## src/sv/nsfr_pkg.sv

```systemverilog
// Shared types, character codes and helper functions for the NMEA sentence filter.
package nsfr_pkg;

    // Input request: one frame payload byte with its framing marks
    typedef struct packed {
        logic [7:0] in_byte;
        logic       frame_first;
        logic       frame_last;
    } nsfr_in_t;

    // Closing status of a sentence attempt
    typedef enum logic [2:0] {
        STAT_OK     = 3'd0,
        STAT_TYPE   = 3'd1,
        STAT_CRLF   = 3'd2,
        STAT_DIGITS = 3'd3,
        STAT_MISMATCH = 3'd4
    } nsfr_status_t;

    // Result request
    typedef struct packed {
        logic [7:0]   out_byte;
        logic         byte_valid;
        logic         sentence_end;
        nsfr_status_t status;
        logic         item_last;
    } nsfr_out_t;

    // Results of one parser step, handed to the output queue
    typedef struct packed {
        logic [1:0] cnt;
        nsfr_out_t  r0;
        nsfr_out_t  r1;
    } nsfr_push_t;

    // Parser phase
    typedef enum logic [2:0] {
        PH_IDLE   = 3'd0,
        PH_HEADER = 3'd1,
        PH_BODY   = 3'd2,
        PH_DIG1   = 3'd3,
        PH_DIG2   = 3'd4,
        PH_TAIL   = 3'd5,
        PH_LF     = 3'd6
    } nsfr_phase_t;

    localparam logic [7:0]  CH_DOLLAR = 8'h24;
    localparam logic [7:0]  CH_STAR   = 8'h2A;
    localparam logic [7:0]  CH_COMMA  = 8'h2C;
    localparam logic [7:0]  CH_CR     = 8'h0D;
    localparam logic [7:0]  CH_LF     = 8'h0A;
    localparam logic [23:0] TYPE_RESET = 24'h5A4441;   // "ZDA"

    // Output queue depth and index widths
    localparam int QDEPTH = 4;
    localparam int QPTR_W = $clog2(QDEPTH);
    localparam int QCNT_W = $clog2(QDEPTH + 1);

    // Hex digit decode, either case: {valid, value}
    function automatic logic [4:0] hex_value(input logic [7:0] c);
        logic [4:0] r;
        r = 5'd0;
        if (c >= 8'h30 && c <= 8'h39)
            r = {1'b1, 4'(c - 8'h30)};
        else if (c >= 8'h41 && c <= 8'h46)
            r = {1'b1, 4'(c - 8'h37)};
        else if (c >= 8'h61 && c <= 8'h66)
            r = {1'b1, 4'(c - 8'h57)};
        return r;
    endfunction

    // Nibble to uppercase hex character
    function automatic logic [7:0] hex_upper(input logic [3:0] v);
        logic [7:0] r;
        if (v < 4'd10)
            r = 8'h30 + {4'd0, v};
        else
            r = 8'h37 + {4'd0, v};
        return r;
    endfunction

endpackage

```

## src/sv/nmea_sentence_filter_rewrite.sv

```systemverilog
// Top level of the NMEA sentence filter and checksum rewriter.
//
//  channel | direction | handshake            | payload
//  --------+-----------+----------------------+------------------------
//  in      | in        | in_valid / in_stall  | in_data   (nsfr_in_t)
//  out     | out       | out_valid / out_stall| out_data  (nsfr_out_t)
//  cfg     | in        | cfg_valid / cfg_ready| cfg_data  (sentence type)
//
// One byte per cycle while in_stall is low: a request is held in the input register,
// is parsed in a single pass and lands in a four-entry result queue. Results average
// at most one per byte, so the input stalls only behind out_stall: in_stall rises
// when the input register holds a byte and the queue has fewer than two free entries.
// Asynchronous reset clears parser state and queue pointers; out_stall just holds the
// queue head.
module nmea_sentence_filter_rewrite (
    input  logic                 clk,
    input  logic                 rst_n,
    input  logic                 in_valid,
    output logic                 in_stall,
    input  nsfr_pkg::nsfr_in_t   in_data,
    output logic                 out_valid,
    input  logic                 out_stall,
    output nsfr_pkg::nsfr_out_t  out_data,
    input  logic                 cfg_valid,
    output logic                 cfg_ready,
    input  logic [23:0]          cfg_data
);

    logic                        in_valid_reg;
    nsfr_pkg::nsfr_in_t          in_item_reg;
    logic [23:0]                 type_reg;
    logic                        room;
    logic                        step;
    logic [nsfr_pkg::QCNT_W-1:0] q_count;
    nsfr_pkg::nsfr_push_t        push;

    assign cfg_ready = 1'b1;
    assign step      = in_valid_reg && room;
    assign in_stall  = in_valid_reg && !room;

    // Sentence type register
    always_ff @(posedge clk or negedge rst_n)
    begin
        if (!rst_n)
            type_reg <= nsfr_pkg::TYPE_RESET;
        else if (cfg_valid && cfg_ready)
            type_reg <= cfg_data;
    end

    // Input register
    always_ff @(posedge clk or negedge rst_n)
    begin
        if (!rst_n)
            in_valid_reg <= 1'b0;
        else if (!in_stall)
            in_valid_reg <= in_valid;
    end

    always_ff @(posedge clk)
    begin
        if (in_valid && !in_stall)
            in_item_reg <= in_data;
    end

    nsfr_parser u_parser (
        .clk           (clk),
        .rst_n         (rst_n),
        .step          (step),
        .item          (in_item_reg),
        .sentence_type (type_reg),
        .push          (push)
    );

    nsfr_out_queue u_queue (
        .clk       (clk),
        .rst_n     (rst_n),
        .push_en   (step),
        .push      (push),
        .room      (room),
        .count     (q_count),
        .out_valid (out_valid),
        .out_stall (out_stall),
        .out_data  (out_data)
    );

    // Queue never fills past its depth
    a_no_overflow: assert property (@(posedge clk) disable iff (!rst_n)
        q_count <= nsfr_pkg::QCNT_W'(nsfr_pkg::QDEPTH))
        else $error("result queue overflow");

    // A two-result step marks only its second result as last
    a_pair_last: assert property (@(posedge clk) disable iff (!rst_n)
        (step && push.cnt == 2'd2) |-> (!push.r0.item_last && push.r1.item_last))
        else $error("item_last misplaced on paired results");

    // A closing result is always the last one of its byte
    a_end_is_last: assert property (@(posedge clk) disable iff (!rst_n)
        (out_valid && out_data.sentence_end) |-> out_data.item_last)
        else $error("sentence_end without item_last");

endmodule

```

## src/sv/nsfr_parser.sv

```systemverilog
// Sentence parser: state registers and the per-byte step logic.
module nsfr_parser (
    input  logic              clk,
    input  logic              rst_n,
    input  logic              step,
    input  nsfr_pkg::nsfr_in_t item,
    input  logic [23:0]       sentence_type,
    output nsfr_pkg::nsfr_push_t push
);

    nsfr_pkg::nsfr_phase_t phase_reg, phase_next, ph;
    logic [2:0] pos_reg, pos_next, pos;
    logic [7:0] xs_reg, xs_next, xs;
    logic       ch_reg, ch_next, ch;
    logic       cd_reg, cd_next, cd;
    logic [3:0] hn_reg, hn_next, hn;
    logic       dm_reg, dm_next, dm;

    logic [7:0] b;
    logic [7:0] b0, b1;
    logic [1:0] nb;
    logic [1:0] n;
    logic       end_f;
    nsfr_pkg::nsfr_status_t st;
    logic [4:0] hv;
    logic [7:0] want;
    logic [7:0] fixed_sum;

    assign b         = item.in_byte;
    assign hv        = nsfr_pkg::hex_value(b);
    assign fixed_sum = xs ^ nsfr_pkg::CH_COMMA;

    // Type character expected at this header position
    always_comb
    begin
        unique case (pos)
            3'd3:    want = sentence_type[23:16];
            3'd4:    want = sentence_type[15:8];
            default: want = sentence_type[7:0];
        endcase
    end

    // Effective state: a frame start restarts the parser
    always_comb
    begin
        if (item.frame_first)
        begin
            ph  = nsfr_pkg::PH_HEADER;
            pos = 3'd0;
            xs  = 8'd0;
            ch  = 1'b0;
            cd  = 1'b0;
            hn  = 4'd0;
            dm  = 1'b0;
        end
        else
        begin
            ph  = phase_reg;
            pos = pos_reg;
            xs  = xs_reg;
            ch  = ch_reg;
            cd  = cd_reg;
            hn  = hn_reg;
            dm  = dm_reg;
        end
    end

    // Step logic
    always_comb
    begin
        phase_next = ph;
        pos_next   = pos;
        xs_next    = xs;
        ch_next    = ch;
        cd_next    = cd;
        hn_next    = hn;
        dm_next    = dm;
        b0         = 8'd0;
        b1         = 8'd0;
        nb         = 2'd0;
        end_f      = 1'b0;
        st         = nsfr_pkg::STAT_OK;

        unique case (ph)
            nsfr_pkg::PH_IDLE:
            begin
            end
            nsfr_pkg::PH_HEADER:
            begin
                priority if (pos == 3'd0)
                begin
                    if (b != nsfr_pkg::CH_DOLLAR)
                    begin
                        end_f = 1'b1;
                        st    = nsfr_pkg::STAT_TYPE;
                    end
                    else
                    begin
                        b0 = b;
                        nb = 2'd1;
                    end
                end
                else if (b == nsfr_pkg::CH_CR)
                begin
                    end_f = 1'b1;
                    st    = nsfr_pkg::STAT_CRLF;
                end
                else if (pos <= 3'd2)
                begin
                    if (b == nsfr_pkg::CH_STAR)
                    begin
                        end_f = 1'b1;
                        st    = nsfr_pkg::STAT_TYPE;
                    end
                    else
                    begin
                        xs_next = xs ^ b;
                        b0      = b;
                        nb      = 2'd1;
                    end
                end
                else if (pos <= 3'd5)
                begin
                    if (b != want)
                    begin
                        end_f = 1'b1;
                        st    = nsfr_pkg::STAT_TYPE;
                    end
                    else
                    begin
                        xs_next = xs ^ b;
                        b0      = b;
                        nb      = 2'd1;
                    end
                end
                else
                begin
                    if (b != nsfr_pkg::CH_COMMA)
                    begin
                        end_f = 1'b1;
                        st    = nsfr_pkg::STAT_TYPE;
                    end
                    else
                    begin
                        xs_next    = xs ^ b;
                        ch_next    = 1'b1;
                        phase_next = nsfr_pkg::PH_BODY;
                    end
                end
                if (!end_f)
                    pos_next = pos + 3'd1;
            end
            nsfr_pkg::PH_BODY:
            begin
                priority if (b == nsfr_pkg::CH_CR)
                begin
                    end_f = 1'b1;
                    st    = nsfr_pkg::STAT_CRLF;
                end
                else if (b == nsfr_pkg::CH_STAR)
                begin
                    // comma right before '*' is dropped
                    if (ch)
                    begin
                        cd_next = 1'b1;
                        ch_next = 1'b0;
                    end
                    b0         = b;
                    nb         = 2'd1;
                    phase_next = nsfr_pkg::PH_DIG1;
                end
                else if (b == nsfr_pkg::CH_COMMA)
                begin
                    if (ch)
                    begin
                        b0 = nsfr_pkg::CH_COMMA;
                        nb = 2'd1;
                    end
                    ch_next = 1'b1;
                    xs_next = xs ^ b;
                end
                else
                begin
                    if (ch)
                    begin
                        b0 = nsfr_pkg::CH_COMMA;
                        b1 = b;
                        nb = 2'd2;
                    end
                    else
                    begin
                        b0 = b;
                        nb = 2'd1;
                    end
                    ch_next = 1'b0;
                    xs_next = xs ^ b;
                end
            end
            nsfr_pkg::PH_DIG1:
            begin
                if (!hv[4])
                begin
                    end_f = 1'b1;
                    st    = nsfr_pkg::STAT_DIGITS;
                end
                else
                begin
                    hn_next    = hv[3:0];
                    b0         = cd ? nsfr_pkg::hex_upper(fixed_sum[7:4]) : b;
                    nb         = 2'd1;
                    phase_next = nsfr_pkg::PH_DIG2;
                end
            end
            nsfr_pkg::PH_DIG2:
            begin
                if (!hv[4])
                begin
                    end_f = 1'b1;
                    st    = nsfr_pkg::STAT_DIGITS;
                end
                else
                begin
                    dm_next    = ({hn, hv[3:0]} == xs);
                    b0         = cd ? nsfr_pkg::hex_upper(fixed_sum[3:0]) : b;
                    nb         = 2'd1;
                    phase_next = nsfr_pkg::PH_TAIL;
                end
            end
            nsfr_pkg::PH_TAIL:
            begin
                b0 = b;
                nb = 2'd1;
                if (b == nsfr_pkg::CH_CR)
                    phase_next = nsfr_pkg::PH_LF;
            end
            nsfr_pkg::PH_LF:
            begin
                end_f = 1'b1;
                if (b != nsfr_pkg::CH_LF)
                    st = nsfr_pkg::STAT_CRLF;
                else
                begin
                    b0 = b;
                    nb = 2'd1;
                    st = dm ? nsfr_pkg::STAT_OK : nsfr_pkg::STAT_MISMATCH;
                end
            end
            default:
            begin
                phase_next = nsfr_pkg::PH_IDLE;
            end
        endcase

        // frame ends with the attempt still open
        if (ph != nsfr_pkg::PH_IDLE && phase_next != nsfr_pkg::PH_IDLE
            && !end_f && item.frame_last)
        begin
            end_f = 1'b1;
            priority if (phase_next == nsfr_pkg::PH_HEADER)
                st = nsfr_pkg::STAT_TYPE;
            else if (phase_next == nsfr_pkg::PH_DIG1 || phase_next == nsfr_pkg::PH_DIG2)
                st = nsfr_pkg::STAT_DIGITS;
            else
                st = nsfr_pkg::STAT_CRLF;
        end
        if (end_f)
        begin
            phase_next = nsfr_pkg::PH_IDLE;
            ch_next    = 1'b0;
        end
    end

    // Result assembly: end flag rides on the last result
    always_comb
    begin
        n = (nb == 2'd0) ? {1'b0, end_f} : nb;

        push.cnt             = n;
        push.r0.out_byte     = b0;
        push.r0.byte_valid   = (nb != 2'd0);
        push.r0.item_last    = (n == 2'd1);
        push.r0.sentence_end = (n == 2'd1) && end_f;
        push.r0.status       = ((n == 2'd1) && end_f) ? st : nsfr_pkg::STAT_OK;
        push.r1.out_byte     = b1;
        push.r1.byte_valid   = (nb == 2'd2);
        push.r1.item_last    = 1'b1;
        push.r1.sentence_end = end_f;
        push.r1.status       = end_f ? st : nsfr_pkg::STAT_OK;
    end

    // State registers, updated on each processed byte
    always_ff @(posedge clk or negedge rst_n)
    begin
        if (!rst_n)
        begin
            phase_reg <= nsfr_pkg::PH_IDLE;
            pos_reg   <= 3'd0;
            xs_reg    <= 8'd0;
            ch_reg    <= 1'b0;
            cd_reg    <= 1'b0;
            hn_reg    <= 4'd0;
            dm_reg    <= 1'b0;
        end
        else if (step)
        begin
            phase_reg <= phase_next;
            pos_reg   <= pos_next;
            xs_reg    <= xs_next;
            ch_reg    <= ch_next;
            cd_reg    <= cd_next;
            hn_reg    <= hn_next;
            dm_reg    <= dm_next;
        end
    end

endmodule

```

## src/sv/nsfr_out_queue.sv

```systemverilog
// Result queue: takes up to two results per cycle, gives one per cycle while out_stall is low.
module nsfr_out_queue (
    input  logic                          clk,
    input  logic                          rst_n,
    input  logic                          push_en,
    input  nsfr_pkg::nsfr_push_t          push,
    output logic                          room,
    output logic [nsfr_pkg::QCNT_W-1:0]   count,
    output logic                          out_valid,
    input  logic                          out_stall,
    output nsfr_pkg::nsfr_out_t           out_data
);

    nsfr_pkg::nsfr_out_t mem_reg [nsfr_pkg::QDEPTH];
    logic [nsfr_pkg::QPTR_W-1:0] wr_reg, wr_next;
    logic [nsfr_pkg::QPTR_W-1:0] rd_reg, rd_next;
    logic [nsfr_pkg::QCNT_W-1:0] cnt_reg, cnt_next;
    logic [nsfr_pkg::QCNT_W-1:0] n_in;
    logic                        pop;
    logic [nsfr_pkg::QPTR_W-1:0] wr_plus1;

    assign out_valid = (cnt_reg != '0);
    assign out_data  = mem_reg[rd_reg];
    assign pop       = out_valid && !out_stall;
    // room for a full two-result step
    assign room      = (cnt_reg <= nsfr_pkg::QCNT_W'(nsfr_pkg::QDEPTH - 2));
    assign count     = cnt_reg;
    assign n_in      = push_en ? nsfr_pkg::QCNT_W'(push.cnt) : '0;
    assign wr_plus1  = wr_reg + 1'b1;

    // Pointer and fill arithmetic
    always_comb
    begin
        wr_next  = wr_reg + nsfr_pkg::QPTR_W'(n_in);
        rd_next  = pop ? rd_reg + 1'b1 : rd_reg;
        cnt_next = cnt_reg + n_in - nsfr_pkg::QCNT_W'(pop);
    end

    // Control registers
    always_ff @(posedge clk or negedge rst_n)
    begin
        if (!rst_n)
        begin
            wr_reg  <= '0;
            rd_reg  <= '0;
            cnt_reg <= '0;
        end
        else
        begin
            wr_reg  <= wr_next;
            rd_reg  <= rd_next;
            cnt_reg <= cnt_next;
        end
    end

    // Storage
    always_ff @(posedge clk)
    begin
        if (push_en && push.cnt != 2'd0)
            mem_reg[wr_reg] <= push.r0;
        if (push_en && push.cnt == 2'd2)
            mem_reg[wr_plus1] <= push.r1;
    end

endmodule

```

## config.mk

```make
export PLATFORM = sky130hd
export DESIGN_NAME = nmea_sentence_filter_rewrite
export DESIGN_NICKNAME = d
export VERILOG_FILES = /design/src/sv/nsfr_pkg.sv /design/src/sv/nmea_sentence_filter_rewrite.sv /design/src/sv/nsfr_parser.sv /design/src/sv/nsfr_out_queue.sv
export SDC_FILE = /design/constraint.sdc
export NUM_CORES = 1
export LEC_CHECK = 0
export CAP_MARGIN = 30
export CORE_MARGIN = 1
export CORE_UTILIZATION = 45
export CTS_CLUSTER_DIAMETER = 50
export DETAILED_ROUTE_END_ITERATION = 10
export DONT_BUFFER_PORTS = 1
export HOLD_SLACK_MARGIN = 0.08
export RECOVER_POWER = 50
export SKIP_CTS_REPAIR_TIMING = 1
export SYNTH_ARGS = -nofsm -noshare
export SYNTH_HDL_FRONTEND = slang
export SYNTH_SLANG_ARGS = --single-unit
export TNS_END_PERCENT = 10
```

## constraint.sdc

```tcl
create_clock -name clk -period 3.65 [get_ports clk]
set_input_delay 0.365 -clock clk [delete_from_list [all_inputs] [get_ports clk]]
set_output_delay 0.365 -clock clk [all_outputs]
set_load 0.05 [all_outputs]
```

; Yosys cells after proc, flatten, opt, wreduce, memory -nomap -nowiden
; Memory sizes are Yosys's and may differ from the RTL's.
; Index checks and enable logic that the tools add are counted.
[classes]
n_bitwise = 2
muxes = 129
addsub = 13
eq_ne = 22
n_reduce_logical = 28
order_cmp = 11
[op_table]
columns = operator, count
row1 = 2-to-1 mux 8 bit, 32
row2 = 2-to-1 mux 3 bit, 25
row3 = one-hot mux 8 bit (6 select lines), 1
row4 = 2-to-1 mux 1 bit, 45
row5 = one-hot mux 8 bit (2 select lines), 2
row6 = "adder 6 x 4 -> 7 bit, first input constant", 4
row7 = 2-to-1 mux 2 bit, 12
row8 = one-hot mux 3 bit (6 select lines), 1
row9 = "== test 8 x 6 -> 1 bit, second input constant", 2
row10 = "greater-or-equal comparator 8 x 7 -> 1 bit, second input constant", 2
row11 = "less-or-equal comparator 8 x 7 -> 1 bit, second input constant", 2
row12 = "inequality test 8 x 6 -> 1 bit, second input constant", 2
row13 = "== test 3 bit, second input constant", 5
row14 = 2-to-1 mux 5 bit, 3
row15 = logical AND 1 bit, 13
row16 = "== test 3 x 2 -> 1 bit, second input constant", 4
row17 = 2-to-1 mux 4 bit, 3
row18 = one-hot mux 3 bit (4 select lines), 1
row19 = one-hot mux 2 bit (5 select lines), 1
row20 = nonzero test 3 bit, 3
row21 = "== test 8 x 4 -> 1 bit, second input constant", 1
row22 = == test 8 bit, 1
row23 = "greater-or-equal comparator 8 x 6 -> 1 bit, second input constant", 1
row24 = "less-or-equal comparator 8 x 6 -> 1 bit, second input constant", 1
row25 = other kinds (26), 38
[word_totals]
mem_count = 1
mem_bits_rw = 56
ff_bits = 63
word_cells = 221
out_inout_bits = 17
inputBits = 39
[mem_list]
columns = name, words, width, read_ports, rd_clocked_by_memory_dff, wr, line
row1 = u_queue.mem_reg, 4, 14, 1, 0, 2, nsfr_out_queue.sv:14  ; nsfr_pkg::nsfr_out_t mem_reg [nsfr_pkg::QDEPTH];

; Depth between registers and ports, before layout
; Gate-level depths: netlist of the first run.
[logic_depth]
word_depth = 20
mapped_depth = 16

; Hierarchy
; A second synthesis of the first run with hierarchy kept.
[unflattened]
hier_cells = 721
area_unflattened_um2 = 7900.1
[modules_own_cells]
columns = mod, seq_area_each_um2, cells_per_inst, area_per_inst_um2, instances
row1 = nsfr_parser, 525.5, 471, 3339.5, 1
row2 = nsfr_out_queue, 1856.8, 181, 3188.1, 1
row3 = nmea_sentence_filter_rewrite, 935.9, 69, 1372.6, 1

; Least setup slack after synthesis of the first run
; No wires, ideal clock.
[synth_timing]
kind = reg-to-reg
start = register in_item_reg[3] (netlist bit)
end = register u_queue.cnt_reg, in the netlist u_queue.count[2]
n_path_buf = 2
stages_incl_launch_ff = 17
slack_ns = -0.040
setup_ns = 0.123
arrival_time_ns = 3.567
t_required_ns = 3.527
path_cell_list = edfxtp_1 clkbuf_1 inv_1 ha_1 o21bai_1 a2111oi_2 or2_2 o22a_1 o22ai_1 a21oi_1 a21bo_2 buf_6 a21oi_1 nor2_1 ha_1 fa_1 xnor2_1
[synth_between]
elab_chain_cells = 16
elab_cells_between_ends = 66
classes_between = 2 x add/sub / 6 x order compare / 7 x eq/ne / 42 x mux / 9 x reduce/logical
[synth_rtl]
columns = element, line
row1 = "start, declared", nmea_sentence_filter_rewrite.sv:30  ; nsfr_pkg::nsfr_in_t in_item_reg;
row2 = "start signal, assigned", nmea_sentence_filter_rewrite.sv:62  ; in_item_reg <= in_data;
row3 = greater-or-equal comparator 8 x 7 -> 1 bit (tied with other cells), nsfr_pkg.sv:67  ; else if (c >= 8'h61 && c <= 8'h66)
row4 = logical AND 1 bit (tied with other cells), nsfr_pkg.sv:67
row5 = 2-to-1 mux 5 bit (tied with other cells), nsfr_pkg.sv:67
row6 = 2-to-1 mux 5 bit (tied with other cells), nsfr_pkg.sv:65  ; else if (c >= 8'h41 && c <= 8'h46)
row7 = 2-to-1 mux 5 bit (tied with other cells), nsfr_pkg.sv:63  ; if (c >= 8'h30 && c <= 8'h39)
row8 = 2-to-1 mux 3 bit (tied with other cells), nsfr_parser.sv:216  ; if (!hv[4])
row9 = one-hot mux 3 bit (6 select lines) / 2-to-1 mux 1 bit (equally long branches), nsfr_parser.sv:84  ; unique case (ph)
row10 = nonzero test 3 bit / one-hot mux 1 bit (4 select lines) (equally long branches), "nsfr_parser.sv:255, nsfr_parser.sv:84"
row11 = logical AND 1 bit / logical NOT 1 bit (equally long branches), "nsfr_parser.sv:255, nsfr_parser.sv:256"
row12 = logical AND 1 bit (2 in a row), nsfr_parser.sv:256  ; && !end_f && item.frame_last)
row13 = 2-to-1 mux 1 bit, nsfr_parser.sv:255  ; if (ph != nsfr_pkg::PH_IDLE && phase_next != nsfr_pkg::PH_IDLE
row14 = 2-to-1 mux 2 bit (*), nsfr_parser.sv:276  ; n = (nb == 2'd0) ? {1'b0, end_f} : nb;
row15 = 2-to-1 mux 2 bit (*), nsfr_out_queue.sv:28  ; assign n_in = push_en ? nsfr_pkg::QCNT_W'(push.cnt) : '0;
row16 = adder 3 bit (*), nsfr_out_queue.sv:36  ; cnt_next = cnt_reg + n_in - nsfr_pkg::QCNT_W'(pop);
row17 = subtractor 3 x 1 -> 3 bit (*), nsfr_out_queue.sv:36
row18 = net u_queue.cnt_next (one bit), nsfr_out_queue.sv:17  ; logic [nsfr_pkg::QCNT_W-1:0] cnt_reg, cnt_next;
row19 = "end signal, assigned", nsfr_out_queue.sv:52  ; cnt_reg <= cnt_next;
row20 = "end, declared", nsfr_out_queue.sv:17
; Mark *: on every way through the listed nets, which the timed path passes. The rest lies on a longest branch. The select of a mux whose other input is x is not followed.
; A chain may end at the register's enable or synchronous reset.

; Final worst setup path of the first run
[layout_timing]
start = register in_item_reg[1] (netlist bit)
end = register u_queue.cnt_reg, in the netlist u_queue.count[2]
[layout_between]
elab_chain_cells = 19
elab_cells_between_ends = 60
classes_between = 2 x add/sub / 2 x order compare / 9 x eq/ne / 36 x mux / 11 x reduce/logical
[layout_rtl]
columns = element, line
row1 = 2-to-1 mux 3 bit, nsfr_parser.sv:46  ; if (item.frame_first)
row2 = == test 3 bit / == test 3 x 2 -> 1 bit (equally long branches), nsfr_parser.sv:36  ; unique case (pos)
row3 = one-hot mux 8 bit (2 select lines), nsfr_parser.sv:36
row4 = inequality test 8 bit, nsfr_parser.sv:124  ; if (b != want)
row5 = 2-to-1 mux 1 bit, nsfr_parser.sv:124
row6 = 2-to-1 mux 1 bit, nsfr_parser.sv:122  ; else if (pos <= 3'd5)
row7 = 2-to-1 mux 1 bit, nsfr_parser.sv:108  ; else if (pos <= 3'd2)
row8 = 2-to-1 mux 1 bit, nsfr_parser.sv:103  ; else if (b == nsfr_pkg::CH_CR)
row9 = [... 3 more ...], n/a
row10 = logical NOT 1 bit, nsfr_parser.sv:256
row11 = logical AND 1 bit (2 in a row), nsfr_parser.sv:256
row12 = 2-to-1 mux 1 bit, nsfr_parser.sv:255
row13 = 2-to-1 mux 2 bit (*), nsfr_parser.sv:276
row14 = 2-to-1 mux 2 bit (*), nsfr_out_queue.sv:28
row15 = adder 3 bit (*), nsfr_out_queue.sv:36
row16 = subtractor 3 x 1 -> 3 bit (*), nsfr_out_queue.sv:36
row17 = net u_queue.cnt_next (one bit), nsfr_out_queue.sv:17
; Marks and branches as above.

==> key figures, run 1 <==
Floorplanning
  • Io pins: 56
  • Die Ht: 132 um
  • Die Area: 17400 um2
  • Row cnt: 47
  • Die W: 132 um
  • Initial Utilization: 45.9%
  • Core Box Area: 16500 um2

Drt
  • Via count: 6505
  • Final WL: 23400 um
  • WL/cell: 22.4 um
  • Post-route DRC: 0
  • Drt pass-1 iters: 7
  • DR iter-0 viols: 536
  • Vias per cell: 6.22
  • Post-DRT Antenna Nets: 0

Cells and area
  • Largest register FFs: 56
  • Area Overhead vs Synth: 17.8%
  • Design area: 8940 um2
  • Fill cell count: 1468
  • Finished Core Util: 54.1%
  • Layout cells sized above 1: 20.8%
  • Diode count: 0
  • Nets: 865

Timing
  • Final-report setup violation count: 0
  • Fmax: 290 MHz
  • Worst-margin pin slew: 2.53 ns
  • Final setup margin: 0.203 ns
  • Slew HR: -68.6%
  • RSZ-0062 raised after global routing: false
  • Worst Clk Skew: 0.0142 ns
  • Endpoints failing hold: 0
  • Tcrit/Tclk final: 94.4%
  • Clock period minus worst slack: 3.45 ns
  • Final Slew Violations: 54

Placement
  • DP Wirelength: 17600 um
  • Dpl cell area: 8140 um2
  • DP Worst Slack: 0.145 ns
  • PortBufs: 0
  • GP Congestion: 1.03

Yosys
  • Mux cell area share after synthesis: 9.07%
  • Largest area contributor in the netlist: edfxtp_1
  • Synth warn: 0
  • Xor and xnor area share after synthesis: 3.23%
  • Post-synth EDFFs: 62
  • Post-synth top area share: 24.5%
  • Avg Cell Area, Syn: 9.93 um2
  • Syn nets: 817
  • Compound-cell area share of the yosys netlist: 21.8%
  • Top FF cell, synth: edfxtp_1
  • Synth Area in Adders: 2.41%
  • Mapped cell area: 7590 um2
  • Simple-Gate Fraction of Synth Area: 15.8%
  • Largest cells by area after synthesis: edfxtp_1 (25%), dfrtp_1 (15%), a21oi_1 (4.3%)
  • Top cells by count, synth: nand2_1 (84), a21oi_1 (65), edfxtp_1 (62)
  • Cells after synthesis: 764
  • Top-count cell post-synth: nand2_1
  • Fraction of registers with async set/reset: 44.5%
  • FF+latch count, synth: 119
  • Distinct cell type count after synthesis: 92
  • Post-synthesis sequential area ratio: 43.2%
  • Main combinational cell family by area after synthesis: compound AO/OA/AOI/OAI gates

Setup path
  • Critical path launch point type: flip-flop
  • Crit path kind: reg -> reg
  • Crit. End Element: flip-flop
  • WP data arrival: 3.79 ns
  • Crit Path Max Fanout: 7
  • Critical Path RT: 3.99 ns

Outcome
  • Failing checks: capacitance limit, slew limit
  • Status: finished with violations

Run
  • Max cap viols: 1

Clock tree
  • CTS buffer count: 17
  • Clock buffer depth: 2
  • H-tree Lvls: 4
  • Later-pin clock latency in the skew report: 0.43 ns
  • CTS Root Cell: clkbuf_16
  • Clk pin slew, worst setup/hold paths: 0.07 ns
  • CTS sink count: 119
  • CTS tree: yes

Global route
  • GRT Util Overall: 27.8%
  • Total gr overflow: 0
  • First-pass GRT wire length: 36800 um
  • Initial antenna violation count: 0
  • Largest net degree at the start of global routing: 54
  • Vias in the first global route: 6428

Power and ir drop
  • Leak Pwr: 3.28 nW
  • VDD IR max: 0.000335 V
  • Pwr dens: 757 nW/um2

Worst hold path
  • Worst hold path type: in -> reg
[worst paths after layout]
path / from / endpoint / slack (ns) / cells past startpoint
max: in_item_reg[1]$_DFFE_PP_ / u_queue.count[2]$_DFF_PN0_ / 0.20 / 13
min: cfg_data[11] / type_reg[11]$_DFFE_PN0P_ / 0.08 / 1
max reg2reg: in_item_reg[1]$_DFFE_PP_ / u_queue.count[2]$_DFF_PN0_ / 0.20 / 13
min reg2reg: u_queue.mem_reg[0][0]$_SDFFE_PP1N_ / u_queue.mem_reg[0][0]$_SDFFE_PP1N_ / 0.47 / 2
max in group asynchronous: rst_n / u_queue.count[0]$_DFF_PN0_ / 0.73 / 2
min in group asynchronous: rst_n / type_reg[11]$_DFFE_PN0P_ / 1.47 / 2
[metrics by stage]
| step | total power (W) | hold slack, ns | cells | setup TNS [ns] |
|---|---|---|---|---|
| 2_1_floorplan | 0.00425 | 0.0694 | 764 | -0.169 |
| 3_3_place_gp | 0.00500 | 0.0715 | 992 | 0 |
| 3_5_place_dp | 0.00507 | 0.0716 | 992 | 0 |
| 4_1_cts | 0.00669 | -0.392 | 1024 | 0 |
| 5_1_grt | 0.00711 | 0.0802 | 1045 | 0 |
| 6_report | 0.00677 | 0.0848 | 1045 | 0 |
[layout make-up]
| type | instances | area (um2) | area share [%] |
|---|---|---|---|
| inverter | 27 | 101 | 1.13 |
| sequential | 119 | 3280 | 36.7 |
| tap | 220 | 275 | 3.08 |
| timing repair buffer | 82 | 719 | 8.05 |
| multi-input combinational | 565 | 4000 | 44.7 |
| clock inverter | 13 | 109 | 1.22 |
| clock buffer | 19 | 458 | 5.12 |
[where the power goes]
part	switching (W)	internal [W]	leakage [nW]
sequential	0.000252	0.00173	1.24
combinational	0.00205	0.00112	1.75
clock	0.000684	0.000934	0.282
[cells in the final DEF, fill, tap and decap left out, types with 4 or more instances in the layout]
cell type / n
a21oi_1: 65
a22oi_1: 5
a31oi_1: 4
a32o_1: 4
and3_1: 4
buf_4: 57
clkbuf_16: 18
dfrtp_1: 45
dfstp_2: 5
dfxtp_1: 4
dlygate4sd3_1: 19
edfxtp_1: 62
ha_1: 13
inv_1: 26
inv_6: 4
mux2_2: 24
mux2i_1: 8
mux4_2: 14
nand2_1: 83
nand2b_1: 15
nand3_1: 16
nand4_1: 6
nor2_1: 47
nor2b_1: 15
nor3_1: 17
nor4_1: 4
o211ai_1: 8
o21ai_0: 32
o21ai_1: 5
o221ai_1: 4
o22ai_1: 39
o2bb2ai_1: 10
o31ai_1: 9
or2_2: 4
xnor2_1: 20
xor2_1: 8
[routing by layer]
metal  track usage, %  wire length, um  vias up
li1                 -                -     2967
met1             34.5             9430     3203
met2             45.8            11500      276
met3             5.38             1500       59
met4             15.3              949        0
met5                0                0        -
[worst max-delay path, stage by stage (launching register included)]
cell and delay [ns]:
edfxtp_1 0.40, buf_4 0.20, or3b_1 0.49, a21oi_1 0.19, o21ai_1 0.08, xor2_1 0.15, nor4_2 0.41, a21oi_2 0.12
a21bo_2 0.28, a21oi_1 0.16, nor2_1 0.08, ha_1 0.25, fa_1 0.37, xnor2_1 0.18
[logic make-up after synthesis]
family                     Yosys count
other                                1
AOI/OAI and AO/OA                  236
xor gates and xnor gates            28
buffers and inverters               80
adders and majority gates           14
DFF                                119
and+or+nand+nor                    238
muxes                               48
No activity file was read; power rests on OpenSTA's default activity.
==> inputs of run 2 (changes only) <==
- clock period: 3.65 -> 3.4 ns (I/O delays scaled with it)
==> key figures, run 2 (synthesized netlist as in run 1, its figures left out) <==
Floorplanning
  • Die W: 132 um (unchanged)
  • Io pins: 56 (unchanged)
  • Die Ht: 132 um (unchanged)
  • Initial Utilization: 45.9% (unchanged)
  • Die Area: 17400 um2 (unchanged)
  • Core Box Area: 16500 um2 (unchanged)
  • Row cnt: 47 (unchanged)

Clock tree
  • CTS sink count: 119 (unchanged)
  • Later-pin clock latency in the skew report: 0.42 ns (about the same)
  • Clock buffer depth: 2 (unchanged)
  • Clk pin slew, worst setup/hold paths: 0.06 ns (about the same)
  • CTS buffer count: 17 (unchanged)
  • H-tree Lvls: 4 (unchanged)
  • CTS Root Cell: clkbuf_16
  • CTS tree: yes

Cells and area
  • Finished Core Util: 57.7% (+3.6 points)
  • Commonest non-fill, non-tap cell in the layout: nand2_1
  • Design area: 9540 um2 (+6.7%)
  • Area Overhead vs Synth: 25.7%
  • Nets: 914 (+5.7%)
  • Diode count: 0 (unchanged)
  • Largest register FFs: 56 (unchanged)
  • Commonest cells after routing, fill and taps aside: nand2_1 (80), buf_4 (70), a21oi_1 (63)
  • Layout cells sized above 1: 23.1% (+2.3 points)

Setup path
  • R2R depth: 12 (-1)
  • Critical path launch point type: flip-flop
  • FF-to-FF Start: in_item_reg[1]$_DFFE_PP_
  • Worst reg2reg setup slack: 0.08 ns (-0.12 ns)
  • Crit path kind: reg -> reg
  • Crit. End Element: flip-flop
  • Crit Path Max Fanout: 8 (+1)
  • WP data arrival: 3.62 ns (-0.17 ns)
  • Critical Path RT: 3.69 ns (-0.30 ns)
  • R2R Path End: u_queue.count[2]$_DFF_PN0_

Power and ir drop
  • P_sw: 0.00321 W (+7.3%)
  • Pwr dens: 789 nW/um2 (+4.2%)
  • Reg power frac: 28.9% (-0.3 points)
  • Internal: 0.00432 W (+14%)
  • Net Sw Frac: 42.6% (-1.5 points)
  • Combinational power share: 46.4% (-0.5 points)
  • VDD IR max: 0.000432 V (+29%)
  • Leak Pwr: 3.53 nW (+7.7%)
  • Clock Power Share: 24.7% (+0.8 points)
  • Total power: 0.00753 W (+11%)

Drt
  • Post-DRT Antenna Nets: 0 (unchanged)
  • Via count: 6729 (+3.4%)
  • Post-route DRC: 0 (unchanged)
  • Drt pass-1 iters: 5 (-2)
  • Vias per cell: 6.15 (-1.2%)
  • Final WL: 24100 um (+3.0%)
  • DR iter-0 viols: 556 (+3.7%)
  • WL/cell: 22.0 um (-1.6%)

Timing
  • Worst-margin pin slew: 2.62 ns (+0.0859 ns)
  • RSZ-0062 raised after global routing: true
  • Fmax: 301 MHz (+3.8%)
  • Final Slew Violations: 54 (unchanged)
  • Tcrit/Tclk final: 97.7% (+3.2 points)
  • Worst Clk Skew: 0.00616 ns (-0.00803 ns)
  • Slew HR: -74.3% (-5.7 points)
  • Clock period minus worst slack: 3.32 ns (-0.126 ns)
  • Setup_tns: 0 ns (unchanged)
  • Endpoints failing hold: 0 (unchanged)
  • Final-report setup violation count: 0 (unchanged)

Placement
  • PortBufs: 0 (unchanged)
  • GP Congestion: 1.01 (-2.3%)
  • DP Wirelength: 17200 um (-2.6%)
  • Dpl cell area: 8280 um2 (+1.6%)

Worst hold path
  • Worst hold path type: in -> reg
  • Min-Delay Path Depth: 1 (unchanged)
  • Hold path endpoint: type_reg[22]$_DFFE_PN1P_
  • Critical hold path startpoint: cfg_valid

Run
  • Max cap viols: 1 (unchanged)

Global route
  • First-pass GRT wire length: 35900 um (-2.2%)
  • Largest net degree at the start of global routing: 54 (unchanged)
  • Total gr overflow: 0 (unchanged)
  • GRT Util Overall: 27.0% (-0.83 points)
  • Initial antenna violation count: 1 (+1)
  • Vias in the first global route: 6400 (-0.44%)

Outcome
  • Status: finished with violations
  • Failing checks: capacitance limit, slew limit
[run 2: worst max-delay path, stage by stage, from the launching register on]
cell and delay (ns):
edfxtp_1 0.44, or4b_4 0.58, o22ai_1 0.21, o21ai_0 0.16, xnor2_1 0.16, nor4_2 0.34
a21oi_2 0.18, a21bo_4 0.24, a21oi_1 0.17, nor2_2 0.07, ha_2 0.19, fa_2 0.33
xnor2_1 0.13
[run 2: area by class of cell]
| type | count | area [um2] |
|---|---|---|
| fillers | 1386 | 6990 |
| multi-input cells | 567 | 4120 |
| flip-flops and latches | 119 | 3280 |
| repair buffers | 129 | 1160 |
| clock buffers | 25 | 517 |
| well taps | 220 | 275 |
| inverters | 27 | 101 |
| clock inverters | 7 | 91.3 |
[run 2: layer usage]
metal  routed length (um)  part of all wire (%)  global-route usage (%)
met1                 9750                    40                    34.2
met2                11700                    49                    44.0
met3                 1480                   6.1                    5.65
met4                 1100                   4.6                    13.1
met5                   11                 0.046                       0
[run 2: worst max path at each step]
| stage | startpoint | end |
|---|---|---|
| 6_report | in_item_reg[1]$_DFFE_PP_ | u_queue.count[2]$_DFF_PN0_ |
| 2_1_floorplan | in_item_reg[1]$_DFFE_PP_ | u_queue.count[2]$_DFF_PN0_ |
| 3_3_place_gp | in_item_reg[1]$_DFFE_PP_ | u_queue.mem_reg[2][2]$_DFFE_PP_ |
| 4_1_cts | in_item_reg[1]$_DFFE_PP_ | u_queue.mem_reg[2][13]$_DFFE_PP_ |
| 5_1_grt | in_item_reg[1]$_DFFE_PP_ | u_queue.mem_reg[0][9]$_DFFE_PP_ |
| 3_5_place_dp | in_item_reg[1]$_DFFE_PP_ | u_queue.mem_reg[2][1]$_DFFE_PP_ |
[run 2: power groups by stage]
stage	logic [W]	clock network, W	registers (W)
floorplan	0.00262	0	0.00200
global placement	0.00321	0	0.00218
global route	0.00373	0.00193	0.00221
finish	0.00349	0.00186	0.00217
CTS	0.00329	0.00187	0.00217
detailed placement	0.00328	0	0.00220
[run 2: stage by stage]
| step | std cells | hold WS [ns] | worst slack [ns] |
|---|---|---|---|
| 4_1_cts | 1035 | -0.392 | -0.0643 |
| 2_1_floorplan | 764 | 0.0444 | 0.00715 |
| 6_report | 1094 | 0.0876 | 0.0787 |
| 5_1_grt | 1094 | 0.0819 | -0.0571 |
| 3_5_place_dp | 1003 | 0.0471 | -0.0604 |
| 3_3_place_gp | 1003 | 0.0469 | 0.0532 |
==> inputs of run 3 (changes only) <==
- CELL_PAD_IN_SITES_DETAIL_PLACEMENT: not set -> 1
- CELL_PAD_IN_SITES_GLOBAL_PLACEMENT: not set -> 2
- CORE_UTILIZATION: 45 -> 42
- PLACE_DENSITY_LB_ADDON: not set -> 0.1
==> key figures, run 3 (synthesized netlist as in run 1, its figures left out) <==
Outcome
  • Status: finished with violations
  • Failing checks: setup timing

Drt
  • WL/cell: 27.1 um (+23%)
  • Post-route DRC: 0 (unchanged)
  • Final WL: 30700 um (+27%)
  • Drt pass-1 iters: 5 (unchanged)
  • Via count: 7218 (+7.3%)
  • DR iter-0 viols: 520 (-6.5%)
  • Vias per cell: 6.39 (+3.8%)
  • Post-DRT Antenna Nets: 0 (unchanged)

Global route
  • GRT Util Overall: 30.9% (+3.9 points)
  • Initial antenna violation count: 0 (-1)
  • Largest net degree at the start of global routing: 54 (unchanged)
  • First-pass GRT wire length: 41800 um (+16%)
  • Total gr overflow: 0 (unchanged)
  • Vias in the first global route: 7067 (+10%)

Clock tree
  • Later-pin clock latency in the skew report: 0.43 ns (about the same)
  • Clk pin slew, worst setup/hold paths: 0.06 ns (about the same)
  • H-tree Lvls: 4 (unchanged)
  • CTS buffer count: 17 (unchanged)
  • CTS Root Cell: clkbuf_16
  • CTS sink count: 119 (unchanged)
  • Clock buffer depth: 2 (unchanged)
  • CTS tree: yes

Floorplanning
  • Row cnt: 48 (+2.1%)
  • Die Ht: 136 um (+3.5%)
  • Core Box Area: 17500 um2 (+5.8%)
  • Die Area: 18600 um2 (+7.0%)
  • Die W: 136 um (+3.5%)
  • Initial Utilization: 43.4% (-2.5 points)
  • Io pins: 56 (unchanged)

Cells and area
  • Area Overhead vs Synth: 31.3%
  • Commonest non-fill, non-tap cell in the layout: buf_4
  • Cell Count, Final, Fillers Out: 1130 (+3.3%)
  • Diode count: 0 (unchanged)
  • Finished Core Util: 57.0% (-0.73 points)
  • Fill cell count: 1840 (+33%)
  • Multi-input gate area: 4190 um2 (+1.7%)
  • Largest register FFs: 56 (unchanged)
  • Commonest cells after routing, fill and taps aside: buf_4 (89), nand2_1 (79), a21oi_1 (63)
  • Nets: 945 (+3.4%)
  • Sequential cell area: 3280 um2 (about the same)
  • Layout cells sized above 1: 26.5% (+3.4 points)

Timing
  • Clock period minus worst slack: 3.65 ns (+0.328 ns)
  • Endpoints failing hold: 0 (unchanged)
  • Worst-margin pin slew: 0.898 ns (-1.72 ns)
  • Final-report setup violation count: 111 (+111)
  • RSZ-0062 raised after global routing: true
  • Tcrit/Tclk final: 107% (+9.7 points)
  • Setup_tns: -11.09 ns (-11.09 ns)
  • Final setup margin: -0.249 ns (-0.328 ns)
  • Fmax: 274 MHz (-9.0%)
  • Final hold slack: 0.127 ns (+0.0393 ns)
  • Final Slew Violations: 0 (-100%)
  • Worst Clk Skew: 0.0159 ns (+0.00973 ns)
  • Slew HR: 40.1% (+110 points)

Setup path
  • WP data arrival: 3.81 ns (+0.19 ns)
  • Crit path kind: reg -> reg
  • Crit. End Element: flip-flop
  • FF-to-FF Start: in_item_reg[1]$_DFFE_PP_
  • R2R Path End: u_queue.mem_reg[0][9]$_DFFE_PP_
  • Critical Path RT: 3.56 ns (-0.13 ns)
  • Critical path launch point type: flip-flop
  • Worst reg2reg setup slack: -0.25 ns (-0.33 ns)
  • R2R depth: 12 (unchanged)
  • Crit Path Max Fanout: 11 (+3)

Power and ir drop
  • VDD IR max: 0.000554 V (+28%)
  • Pwr dens: 815 nW/um2 (+3.3%)
  • Leak Pwr: 3.75 nW (+6.2%)

Run
  • Max cap viols: 0 (-1)

Placement
  • GP Congestion: 0.950 (-5.8%)
  • Placed cells: 1029 (+2.6%)
  • DP Worst Slack: -0.0441 ns (+0.0163 ns)
  • DP Wirelength: 20800 um (+21%)
  • PortBufs: 0 (unchanged)

Worst hold path
  • Worst hold path type: in -> reg
  • Hold path endpoint: type_reg[15]$_DFFE_PN0P_
  • Critical hold path startpoint: cfg_data[15]
  • Min-Delay Path Depth: 1 (unchanged)
==> run 3: final cells by class <==
cell class / instances / share of cell area [%]
clock inverters: 14 / 1.66
repair buffers: 162 / 15.2
multi-input cells: 565 / 42.0
well taps: 225 / 2.83
clock buffers: 18 / 4.31
flip-flops and latches: 119 / 32.9
inverters: 27 / 1.02
==> run 3: how the worst max path moves through the flow <==
stage	startpoint	to	cells past startpoint
6_report	in_item_reg[1]$_DFFE_PP_	u_queue.mem_reg[0][9]$_DFFE_PP_	12
5_1_grt	in_item_reg[1]$_DFFE_PP_	u_queue.count[2]$_DFF_PN0_	12
4_1_cts	in_item_reg[1]$_DFFE_PP_	u_queue.mem_reg[3][11]$_DFFE_PP_	10
3_5_place_dp	in_item_reg[1]$_DFFE_PP_	u_queue.mem_reg[0][8]$_DFFE_PP_	11
3_3_place_gp	in_item_reg[1]$_DFFE_PP_	u_queue.mem_reg[0][8]$_DFFE_PP_	11
2_1_floorplan	in_item_reg[1]$_DFFE_PP_	u_queue.count[2]$_DFF_PN0_	14
==> run 3: per-layer routing <==
metal	up-vias	share of wire (%)	GRT usage [%]
met1	3648	40	38.1
met2	342	51	52.5
li1	3129	-	-
met5	-	0	0
met3	99	4.9	4.96
met4	0	4.7	14.5
==> run 3: critical path, cell delays in order, from the launching register on <==
cell	delay, ns
edfxtp_1	0.46
or4b_4	0.62
o22ai_1	0.26
o21ai_1	0.12
xor2_1	0.37
nor4_4	0.13
a21oi_2	0.31
buf_4	0.27
buf_4	0.18
o21ai_0	0.10
a21oi_1	0.23
buf_4	0.20
o22ai_1	0.10
==> run 3: stage by stage <==
stage / power, W / instance area (um2)
final: 0.00812 / 9960
after global routing: 0.00847 / 9960
after CTS: 0.00773 / 9110
after detailed placement: 0.00583 / 8510
after global placement: 0.00571 / 8510
after floorplan: 0.00462 / 7670
==> run 3: report_power, final <==
part | internal [W] | switching [W] | leakage [nW] | total [W]
registers | 0.00185 | 0.000339 | 1.24 | 0.00219
logic | 0.00153 | 0.00250 | 2.22 | 0.00402
clock network | 0.00110 | 0.000802 | 0.290 | 0.00190
total | 0.00448 | 0.00364 | 3.75 | 0.00812
